**config.mk**
```make
export PLATFORM = sky130hd
export DESIGN_NAME = ordered_key_sequence_matcher
export DESIGN_NICKNAME = d
export VERILOG_FILES = /design/src/hdl/oksm_pkg.sv /design/src/hdl/oksm_cmp.sv /design/src/hdl/oksm_seq.sv /design/src/hdl/ordered_key_sequence_matcher.sv
export SDC_FILE = /design/constraint.sdc
export NUM_CORES = 1
export LEC_CHECK = 0
export BUFFER_PORTS_ARGS = -buffer_cell sky130_fd_sc_hd__clkbuf_2
export CAP_MARGIN = 20
export CORE_ASPECT_RATIO = 0.9
export CORE_MARGIN = 1.5
export CORE_UTILIZATION = 57
export CTS_BUF_LIST = sky130_fd_sc_hd__clkbuf_4 sky130_fd_sc_hd__clkbuf_8 sky130_fd_sc_hd__clkbuf_16
export DETAILED_ROUTE_END_ITERATION = 8
export HOLD_SLACK_MARGIN = 0.02
export PLACE_DENSITY = 0.78
export SETUP_SLACK_MARGIN = 0.1
export SLEW_MARGIN = 40
export SYNTH_ARGS = -nofsm -noshare
export SYNTH_HDL_FRONTEND = slang
export SYNTH_SLANG_ARGS = --single-unit
```
**constraint.sdc**
```tcl
create_clock -name clk -period 4.2 [get_ports clk]
set_clock_uncertainty 0.2 [all_clocks]
set_input_delay 0.63 -clock clk [delete_from_list [all_inputs] [get_ports clk]]
set_output_delay 0.63 -clock clk [all_outputs]
set_load 0.01 [all_outputs]
```
**src/hdl/oksm_pkg.sv**
```systemverilog
`default_nettype none
// ----------------------------------------------------------------------------
// oksm_pkg
// Shared types and constants of the ordered key sequence matcher.
// ----------------------------------------------------------------------------
package oksm_pkg;

  localparam int POS_W        = 4;   // position, held count, member count
  localparam int IDS_W        = 64;  // packed member id register
  localparam int KEY_W        = 8;   // input id field
  localparam int SLOT_BITS    = 3;   // log2 of id slots in the packed register
  localparam int IN_DATA_W    = 16;
  localparam int OUT_DATA_W   = 8;
  localparam int CFG_IDX_W    = 2;

  localparam logic [CFG_IDX_W-1:0] REG_MEMBER_IDS   = 2'd0;
  localparam logic [CFG_IDX_W-1:0] REG_MEMBER_COUNT = 2'd1;
  localparam logic [CFG_IDX_W-1:0] REG_PEDANTIC     = 2'd2;

  typedef enum logic [2:0] {
    MS_PROGRESS  = 3'd0,
    MS_INVALID   = 3'd1,
    MS_MATCHES   = 3'd2,
    MS_FINALIZED = 3'd3,
    MS_RELEASING = 3'd4
  } match_state_t;

  // one key event as taken from the input channel
  typedef struct packed {
    logic             req_type;
    logic [KEY_W-1:0] input_id;
    logic             pressed;
    logic             consume_only;
  } event_t;

  // one result beat, consumed in the lowest bit
  typedef struct packed {
    logic [POS_W-1:0] progress;
    match_state_t     match_state;
    logic             consumed;
  } out_beat_t;

endpackage : oksm_pkg
`default_nettype wire

```
**src/hdl/oksm_cmp.sv**
```systemverilog
`default_nettype none
// ----------------------------------------------------------------------------
// oksm_cmp
// Shared id compare unit: selects one member id and compares it to the key.
// ----------------------------------------------------------------------------
module oksm_cmp
  import oksm_pkg::*;
#(
  parameter int MAX_MEMBERS = 8,
  parameter int ID_BITS     = 8
) (
  input  wire logic [IDS_W-1:0]               member_ids,
  input  wire logic [$clog2(MAX_MEMBERS)-1:0] idx,
  input  wire logic [KEY_W-1:0]               input_id,
  output logic                                id_eq
);

  logic [SLOT_BITS+2:0] base;

  // each member occupies one byte; only the low ID_BITS bits count
  assign base  = {SLOT_BITS'(idx), 3'b000};
  assign id_eq = (member_ids[base +: ID_BITS] == input_id[ID_BITS-1:0]);

endmodule : oksm_cmp
`default_nettype wire

```
**src/hdl/oksm_seq.sv**
```systemverilog
`default_nettype none
// ----------------------------------------------------------------------------
// oksm_seq
// Sequencer and match state: drives the compare unit and applies each event.
// ----------------------------------------------------------------------------
module oksm_seq
  import oksm_pkg::*;
#(
  parameter int MAX_MEMBERS = 8
) (
  input  wire logic                           clk,
  input  wire logic                           rst_n,
  input  wire logic                           ev_valid,
  output logic                                ev_ready,
  input  wire event_t                         ev,
  input  wire logic [POS_W-1:0]               count,
  input  wire logic                           pedantic,
  output logic [$clog2(MAX_MEMBERS)-1:0]      idx,
  output logic [KEY_W-1:0]                    cmp_id,
  input  wire logic                           id_eq,
  input  wire logic                           out_free,
  output logic                                res_valid,
  output out_beat_t                           res
);

  localparam int IDX_W = $clog2(MAX_MEMBERS);
  localparam logic [POS_W-1:0] MAX_POS = POS_W'(MAX_MEMBERS);

  typedef enum logic [3:0] {
    S_IDLE  = 4'b0001,
    S_PRESS = 4'b0010,
    S_SCAN  = 4'b0100,
    S_FIN   = 4'b1000
  } seq_state_t;

  seq_state_t             st_r, st_nxt;
  event_t                 ev_r;
  logic [IDX_W-1:0]       scan_r, scan_nxt;
  logic [POS_W-1:0]       pos_r, pos_nxt;
  logic [POS_W-1:0]       hcnt_r, hcnt_nxt;
  logic [MAX_MEMBERS-1:0] held_r, held_nxt;
  logic                   allp_r, allp_nxt;
  logic                   hit_r, hit_nxt;
  match_state_t           mst_r, mst_nxt;

  logic [POS_W-1:0]       limit;
  logic [POS_W-1:0]       scan_pos;
  logic                   in_range;
  logic                   scan_last;
  logic                   pos_ok;

  assign ev_ready  = (st_r == S_IDLE);
  assign cmp_id    = ev_r.input_id;
  assign idx       = (st_r == S_SCAN) ? scan_r : IDX_W'(pos_r);
  assign limit     = (pos_r > MAX_POS) ? MAX_POS : pos_r;
  assign scan_pos  = POS_W'(scan_r);
  assign in_range  = (scan_pos < limit);
  assign scan_last = ((scan_pos + POS_W'(1)) == limit);
  assign pos_ok    = (pos_r < count);

  always_comb begin
    st_nxt    = st_r;
    scan_nxt  = scan_r;
    pos_nxt   = pos_r;
    hcnt_nxt  = hcnt_r;
    held_nxt  = held_r;
    allp_nxt  = allp_r;
    hit_nxt   = hit_r;
    mst_nxt   = mst_r;
    res_valid = 1'b0;
    res       = '{progress: pos_r, match_state: mst_r, consumed: hit_r};
    unique case (st_r)
      S_IDLE: begin
        if (ev_valid) begin
          hit_nxt  = 1'b0;
          scan_nxt = '0;
          st_nxt   = (!ev.req_type && !ev.pressed) ? S_SCAN : S_PRESS;
        end
      end
      S_PRESS: begin
        st_nxt = S_FIN;
        if (ev_r.req_type) begin
          pos_nxt  = '0;
          hcnt_nxt = '0;
          held_nxt = '0;
          allp_nxt = 1'b0;
          mst_nxt  = MS_PROGRESS;
        end else if (pos_ok && id_eq) begin
          held_nxt[IDX_W'(pos_r)] = 1'b1;
          pos_nxt  = pos_r + POS_W'(1);
          hcnt_nxt = hcnt_r + POS_W'(1);
          hit_nxt  = 1'b1;
        end else if (!ev_r.consume_only) begin
          mst_nxt = MS_INVALID;
        end
      end
      S_SCAN: begin
        // one member per cycle, first held match in list order wins
        if (!in_range) begin
          st_nxt = S_FIN;
        end else if (id_eq && held_r[scan_r]) begin
          held_nxt[scan_r] = 1'b0;
          hcnt_nxt = hcnt_r - POS_W'(1);
          hit_nxt  = 1'b1;
          st_nxt   = S_FIN;
        end else if (scan_last) begin
          st_nxt = S_FIN;
        end else begin
          scan_nxt = scan_r + IDX_W'(1);
        end
      end
      S_FIN: begin
        // hold until the output register has room, then settle the state
        if (out_free) begin
          if (hit_r) begin
            mst_nxt = MS_PROGRESS;
            if (!pos_ok && !allp_r) begin
              allp_nxt = 1'b1;
              if (!pedantic) begin
                mst_nxt = MS_MATCHES;
              end
            end else if (hcnt_r == '0) begin
              if (allp_r) begin
                mst_nxt = pedantic ? MS_MATCHES : MS_FINALIZED;
              end
            end else if (allp_r) begin
              mst_nxt = MS_RELEASING;
            end
          end
          res_valid = 1'b1;
          res       = '{progress: pos_r, match_state: mst_nxt, consumed: hit_r};
          st_nxt    = S_IDLE;
        end
      end
      default: begin
        st_nxt = S_IDLE;
      end
    endcase
  end

  always_ff @(posedge clk) begin
    if (!rst_n) begin
      st_r   <= S_IDLE;
      scan_r <= '0;
      pos_r  <= '0;
      hcnt_r <= '0;
      held_r <= '0;
      allp_r <= 1'b0;
      hit_r  <= 1'b0;
      mst_r  <= MS_PROGRESS;
    end else begin
      st_r   <= st_nxt;
      scan_r <= scan_nxt;
      pos_r  <= pos_nxt;
      hcnt_r <= hcnt_nxt;
      held_r <= held_nxt;
      allp_r <= allp_nxt;
      hit_r  <= hit_nxt;
      mst_r  <= mst_nxt;
    end
  end

  always_ff @(posedge clk) begin
    if (ev_valid && ev_ready) begin
      ev_r <= ev;
    end
  end

endmodule : oksm_seq
`default_nettype wire

```
**src/hdl/ordered_key_sequence_matcher.sv**
```systemverilog
`default_nettype none
// ----------------------------------------------------------------------------
// ordered_key_sequence_matcher
// Checks key press, release and restart beats against a configured ordered id list.
// ----------------------------------------------------------------------------
// Each input beat gives exactly one result beat. A restart or a press passes
// through capture, one compare and settle; a release passes through capture,
// a scan in which the shared id comparator examines the members one at a
// time, with at least one scan step even when nothing has been pressed, and
// settle. The input is ready again the cycle after a result is loaded; a
// result that waits in the output register holds the block in its final step
// only until that register frees.
module ordered_key_sequence_matcher
  import oksm_pkg::*;
#(
  parameter int MAX_MEMBERS = 8,
  parameter int ID_BITS     = 8
) (
  input  wire logic                  clk,
  input  wire logic                  rst_n,
  input  wire logic                  in_tvalid,
  output logic                       in_tready,
  input  wire logic [IN_DATA_W-1:0]  in_tdata,   // input_id, pressed, consume_only, zero pad
  input  wire logic                  in_tuser,   // req_type
  output logic                       out_tvalid,
  input  wire logic                  out_tready,
  output logic [OUT_DATA_W-1:0]      out_tdata,  // consumed, match_state, progress
  input  wire logic                  cfg_valid,
  output logic                       cfg_ready,
  input  wire logic [CFG_IDX_W-1:0]  cfg_index,
  input  wire logic [IDS_W-1:0]      cfg_data
);

  localparam int IDX_W = $clog2(MAX_MEMBERS);
  localparam logic [POS_W-1:0] MAX_POS = POS_W'(MAX_MEMBERS);

  logic [IDS_W-1:0] ids_r;
  logic [POS_W-1:0] mcount_r;
  logic             ped_r;
  logic [POS_W-1:0] count_eff;

  event_t           ev;
  logic [IDX_W-1:0] idx;
  logic [KEY_W-1:0] cmp_id;
  logic             id_eq;
  logic             out_free;
  logic             res_valid;
  out_beat_t        res;
  logic             out_valid_r;
  out_beat_t        out_beat_r;

  assign cfg_ready = 1'b1;

  always_ff @(posedge clk) begin
    if (!rst_n) begin
      ids_r    <= '0;
      mcount_r <= POS_W'(1);
      ped_r    <= 1'b0;
    end else if (cfg_valid && cfg_ready) begin
      unique case (cfg_index)
        REG_MEMBER_IDS:   ids_r    <= cfg_data;
        REG_MEMBER_COUNT: mcount_r <= cfg_data[POS_W-1:0];
        REG_PEDANTIC:     ped_r    <= cfg_data[0];
        default: ;
      endcase
    end
  end

  // zero counts as one, anything above the list size saturates
  assign count_eff = (mcount_r == '0)     ? POS_W'(1) :
                     (mcount_r > MAX_POS) ? MAX_POS   : mcount_r;

  assign ev = '{req_type:     in_tuser,
                input_id:     in_tdata[KEY_W-1:0],
                pressed:      in_tdata[KEY_W],
                consume_only: in_tdata[KEY_W+1]};

  oksm_seq #(
    .MAX_MEMBERS (MAX_MEMBERS)
  ) u_seq (
    .clk       (clk),
    .rst_n     (rst_n),
    .ev_valid  (in_tvalid),
    .ev_ready  (in_tready),
    .ev        (ev),
    .count     (count_eff),
    .pedantic  (ped_r),
    .idx       (idx),
    .cmp_id    (cmp_id),
    .id_eq     (id_eq),
    .out_free  (out_free),
    .res_valid (res_valid),
    .res       (res)
  );

  oksm_cmp #(
    .MAX_MEMBERS (MAX_MEMBERS),
    .ID_BITS     (ID_BITS)
  ) u_cmp (
    .member_ids (ids_r),
    .idx        (idx),
    .input_id   (cmp_id),
    .id_eq      (id_eq)
  );

  assign out_free = !out_valid_r || out_tready;

  always_ff @(posedge clk) begin
    if (!rst_n) begin
      out_valid_r <= 1'b0;
    end else if (res_valid) begin
      out_valid_r <= 1'b1;
    end else if (out_tready) begin
      out_valid_r <= 1'b0;
    end
  end

  always_ff @(posedge clk) begin
    if (res_valid) begin
      out_beat_r <= res;
    end
  end

  assign out_tvalid = out_valid_r;
  assign out_tdata  = out_beat_r;

`ifndef NO_ASSERTIONS
  a_busy_after_accept: assert property (@(posedge clk) disable iff (!rst_n)
    in_tvalid && in_tready |=> !in_tready)
    else $error("input still ready right after an accepted beat");

  a_result_lands: assert property (@(posedge clk) disable iff (!rst_n)
    res_valid |=> out_tvalid)
    else $error("settled result not held in output register");

  a_no_overwrite: assert property (@(posedge clk) disable iff (!rst_n)
    res_valid |-> (!out_valid_r || out_tready))
    else $error("result overwrote a beat not yet taken");

  a_progress_bound: assert property (@(posedge clk) disable iff (!rst_n)
    res_valid |-> (res.progress <= MAX_POS))
    else $error("progress beyond list size");
`endif

endmodule : ordered_key_sequence_matcher
`default_nettype wire

```
---- Word-level counts from Yosys, hierarchy flattened ----
Cells that the tools add are included.
storage, ports and cells
  flip-flop bits (word level) ............. 116
  bits of input ports ..................... 88
  output and inout port bits .............. 11
  word-level logic and storage cells ...... 153
cells by class
  add/sub/neg operators ................... 5
  $lt $le $gt $ge ......................... 8
  equal/unequal tests ..................... 23
  shifts and indexed selects .............. 1
  mux-type cells .......................... 63
  bitwise logic cells ..................... 3
  reductions and logical operators ........ 32
operators with widths
  cell                                                                      count
  4-bit 2-to-1 mux                                                          16
  64-bit by 7-bit variable part select with 8-bit output                    1
  3-bit 2-to-1 mux                                                          15
  8-bit 2-to-1 mux                                                          4
  1-bit 2-to-1 mux                                                          17
  4-bit case mux with 4 select lines                                        1
  8-bit case mux with 2 select lines                                        1
  2-bit inequality test (second input constant)                             6
  3-bit case mux with 2 select lines                                        2
  2-bit by 1-bit inequality test with 1-bit output (second input constant)  5
  5-bit AND reduction                                                       2
  2-bit nonzero test                                                        5
  4-bit by 1-bit adder with 4-bit output (second input constant)            2
  8-bit bitwise AND                                                         1
  8-bit equality test                                                       1
  4-bit greater-than comparator (second input constant)                     2
  4-bit zero test                                                           2
  3-bit by 4-bit < comparator with 1-bit output (second input constant)     2
  8-bit inverter                                                            1
  8-bit OR                                                                  1
  4-bit case mux with 2 select lines                                        1
  2-bit AND reduction                                                       4
  4-bit AND reduction                                                       2
  1-bit logical AND                                                         7
  27 further kinds                                                          34

---- Longest topological paths before layout ----
  depth in word-level cells ............... 10
  gate-level depth with buffers ........... 16
  gate-level depth less buffers ........... 12

---- Modules after synthesis ----
A second synthesis with hierarchy kept.
unflattened totals
  cells, all modules ...................... 654
  area, all modules ....................... 6223.5 um^2
by module, submodules not included
  module                        times used  cells each  area each (um^2)  seq. area each (um^2)
  ordered_key_sequence_matcher  1           316         3140.5            1641.6
  oksm_seq                      1           277         2448.6            860.8
  oksm_cmp                      1           61          634.4             0.0

---- Least setup slack after synthesis ----
Ideal clock, no wire load.
  path type ............................... reg2reg
  from .................................... register u_seq.st_r[1]
  to ...................................... register u_seq.held_r[0]
  setup time .............................. 0.122 ns
  arrival ................................. 3.223 ns
  data required time ...................... 3.878 ns
  slack ................................... 0.655 ns
  stages on the path, launching flop included .. 15
  buffers on the path ..................... 4
  clock period less this slack ............ 3.545 ns
  path through ............................ dfxtp_1 > buf_6 > or4b_4 > mux2_4 > buf_6 > or4_1 > nand4_1 > xnor2_1 > nor3_2 > and3_1 > buf_4 > a32oi_2 > buf_4 > a21oi_1 > a311o_1
on the way
  word-level cells in the longest chain between the ends .. 7
  elaborated cells between the ends (all ways) .. 13
  classes of those cells .................. eq/ne: 6; shift: 1; mux: 2; reduce/logical: 4
RTL lines
  what                                                                                                        RTL line                         source
  from (decl)                                                                                                 oksm_seq.sv:36                   seq_state_t st_r, st_nxt;
  from (signal assigned)                                                                                      oksm_seq.sv:152                  st_r <= st_nxt;
  4-bit by 3-bit equality test with 1-bit output                                                              oksm_seq.sv:54, oksm_seq.sv:72
  3-bit 2-to-1 mux                                                                                            oksm_seq.sv:54                   assign idx = (st_r == S_SCAN) ? scan_r : IDX_W'(pos_r);
  64-bit by 7-bit variable part select with 8-bit output                                                      oksm_cmp.sv:22                   assign id_eq = (member_ids[base +: ID_BITS] == input_id[ID_BITS-1:0]);
  8-bit equality test                                                                                         oksm_cmp.sv:22
  1-bit logical AND, on equally long branches                                                                 oksm_seq.sv:88, oksm_seq.sv:101
  3-bit by 1-bit inequality test with 1-bit output (no line) / 2-bit inequality test (equally long branches)  --
  4-bit AND reduction (no line)                                                                               --
  to (signal assigned)                                                                                        oksm_seq.sv:156                  held_r <= held_nxt;
  to (decl)                                                                                                   oksm_seq.sv:41                   logic [MAX_MEMBERS-1:0] held_r, held_nxt;
Parallel ways exist; a longest one is shown, timed or not.
A chain may end at the register's enable or synchronous reset.

---- Final worst setup path ----
  from .................................... register u_seq.st_r[2]
  to ...................................... register u_seq.held_r[0]
The elaborated chain is that of the path after synthesis.

==> impl_metrics.py <==
metrics = {
    "placed_design": {
        "io_buffers": 91,
        "hpwl_mm": 10.9,
        "place.gp.congestion": 0.881,
    },
    "clock_network": {
        "htreeDepth": 4,
        "cts_tree": "built",
        "cts.reportedPaths.clkPinSlew_ns": 0.05,
        "clock_path_buffers": 2,
        "cts_sinks": 116,
        "clk_latency_ns": 0.41,
        "cts-root-buf": "clkbuf_16",
        "cts_buffers": 17,
    },
    "final_layout": {
        "nets": 901,
        "antennaDiodeCount": 0,
        "multi_input_area_um2": 3080,
        "final_cell_mix": "184 x nand2_1, 98 x dfxtp_1, 91 x clkbuf_2, 83 x a21oi_1, 43 x nor2_1",
        "final_common_cell": "nand2_1",
        "utilization": 0.720,
        "area_growth_pct": 20.4,
        "drive_gt1_frac": 0.203,
        "seq_area_um2": 2500,
        "nFillCells": 723,
    },
    "sta": {
        "max_freq_mhz": 251,
        "rsz0062_at_grt": "no",
        "drv_slew": 0,
        "fin_crit_sh": 0.949,
        "setup-tns-final_ns": 0,
        "setup_viol": 0,
        "maxSlewHeadroom": 0.538,
        "tightest_slew_ns": 0.693,
        "finalCriticalPeriod_ns": 3.98,
        "hold_viol": 0,
    },
    "route": {
        "antenna_left": 0,
        "wire_per_inst_um": 16.9,
        "routed_via_density": 5.99,
        "drt_wl_total_mm": 15.9,
        "drt_first_pass_iters": 6,
        "vias": 5643,
        "drt_iter0_drc": 656,
        "route.detailed.drc": 0,
    },
    "floorplanning": {
        "die_area_um2": 10900,
        "rows": 34,
        "die_x_um": 110,
        "coreArea_um2": 9830,
        "io_pins": 99,
        "start_util": 0.598,
        "die_h_um": 99.3,
    },
    "grt": {
        "grt_overflow": 0,
        "antenna_found_initial": 0,
        "grt_max_degree": 65,
        "grt_usage": 0.307,
        "grt_pass1_wl_mm": 25.6,
        "grt_pass1_vias": 5363,
    },
    "setup_path": {
        "crit_path_end_kind": "flop",
        "crit_type": "flop to flop",
        "cp_data_arrival_time_ns": 4.08,
        "cp_max_fo": 9,
        "cp-start-kind": "flop",
        "worstPathRequired_ns": 4.30,
    },
    "flow_run": {
        "drv_cap": 0,
    },
    "hold_path": {
        "min_path_type": "input pin to flop",
    },
    "pwr": {
        "powerDensity_nw_per_um2": 430,
        "p_leak_nw": 2.74,
        "peakVddDrop_mv": 0.373,
    },
    "logic_synthesis": {
        "yosysWarnings": 0,
        "synth_cell_type_count": 69,
        "synth.avg_cell_area_um2": 8.11,
        "yosysSeqAreaShare": 0.426,
        "synth_fp_nets": 822,
        "synth_flop_cell": "dfxtp_1",
        "synth-edff-count": 18,
        "syn_inst": 724,
        "synth.cell_area_um2": 5870,
        "async_flop_share": 0,
        "ys_seq_elements": 116,
    },
    "outcome": {
        "status": "completed",
    },
}
[Yosys cell counts, types with 3 or more instances]
library cell	number	area share
nand2_1	184	0.12
dfxtp_1	98	0.33
a21oi_1	83	0.071
nor2_1	43	0.027
clkbuf_1	37	0.024
nand3_1	30	0.026
mux2i_1	27	0.046
edfxtp_1	18	0.092
nand4_1	18	0.019
inv_1	12	0.0077
nand2b_1	12	0.013
ha_1	10	0.021
and2_1	9	0.0096
nor3_1	9	0.0077
and3_1	8	0.0085
nand3b_1	8	0.010
o21ai_0	7	0.0060
a22oi_1	6	0.0077
xor2_1	6	0.0089
buf_1	5	0.0032
buf_4	5	0.0064
buf_6	5	0.0096
nor4_1	5	0.0053
xnor2_1	5	0.0075
a211oi_1	4	0.0051
nor2b_1	4	0.0043
o22ai_1	4	0.0043
a31oi_1	3	0.0032
a32o_1	3	0.0051
o311ai_0	3	0.0045
o31a_1	3	0.0045
or4_1	3	0.0038
[metal layers]
layer  up-vias  part of all wire  GRT usage
met1      2604              0.43      0.423
met4         0             0.026      0.127
met5         -                 0          0
met2       307              0.45      0.462
met3        35             0.099     0.0740
li1       2697                 -          -
[critical path, cell delays in order, from the launching register on]
cell and delay (ns):
dfxtp_1 0.46, or4b_4 0.61, a2bb2oi_2 0.32, buf_4 0.22, mux2i_1 0.08, a22oi_1 0.33, nand3_1 0.16, xor2_1 0.23
and4_1 0.39, a32oi_2 0.17, and2_1 0.28, a311o_1 0.39
[sequential cells by signal, summed over array words and instances (netlist names), 2 cells and up]
signal        count
mcount_r          4
u_seq.st_r        4
u_seq.ev_r        2
u_seq.cmp_id      8
u_seq.pos_r       4
u_seq.mst_r       3
u_seq.scan_r      3
u_seq.hcnt_r      4
ids_r            64
out_tdata         8
u_seq.held_r      8
[area by class of cell]
cell class	count	share of cell area
Multi-Input combinational cell	542	0.436
Sequential cell	116	0.354
Timing Repair Buffer	114	0.0888
Clock buffer	24	0.0727
Tap cell	126	0.0223
Clock inverter	8	0.0203
Inverter	12	0.00637
[per-stage QoR]
step | setup WS [ns] | hold slack [ns] | cell area (um^2) | std cells | power (mW)
2_1_floorplan | 0.655 | 0.206 | 5870 | 724 | 1.38
4_1_cts | 0.219 | 0.179 | 7070 | 942 | 3.05
3_5_place_dp | 0.242 | 0.247 | 6410 | 910 | 1.47
6_report | 0.216 | 0.190 | 7080 | 942 | 3.05
3_3_place_gp | 0.274 | 0.246 | 6400 | 910 | 1.46
5_1_grt | 0.101 | 0.172 | 7080 | 942 | 3.14
[where the power goes]
part	total [mW]	switching, mW	leakage [nW]	internal (mW)
Combinational	0.246	0.149	1.44	0.0972
Sequential	1.21	0.0336	0.963	1.17
Clock	1.59	0.500	0.330	1.09
[final timing paths]
| kind | from | slack [ns] | cells past startpoint | endpoint |
|---|---|---|---|---|
| setup / recovery | u_seq.st_r[2] | 0.22 | 11 | u_seq.held_r[0] |
| setup reg to reg | u_seq.st_r[2] | 0.22 | 11 | u_seq.held_r[0] |
| hold / removal | in_tdata[6] | 0.19 | 1 | u_seq.cmp_id[6] |
| hold reg to reg | ids_r[35] | 0.26 | 2 | ids_r[35] |
[cells by family (layout without fill, tap and decap cells)]
| logic type | Yosys count | count (layout) | share of synthesized area |
|---|---|---|---|
| and+or+nand+nor | 347 | 347 | 0.275 |
| AOI/OAI and AO/OA | 143 | 143 | 0.154 |
| DFF | 116 | 116 | 0.426 |
| buffers and inverters | 66 | 158 | 0.0522 |
| muxes | 30 | 30 | 0.0547 |
| xor gates and xnor gates | 11 | 11 | 0.0164 |
| adders and majority gates | 10 | 10 | 0.0213 |
| other | 1 | 1 | 0.000638 |
[repair_timing]
action,CTS,global route
hold buffers,0,0
setup endpoints to repair,0,4
resized for setup,0,2
hold endpoints to repair,0,0
buffers inserted,0,0
No activity file was read; power rests on OpenSTA's default activity.
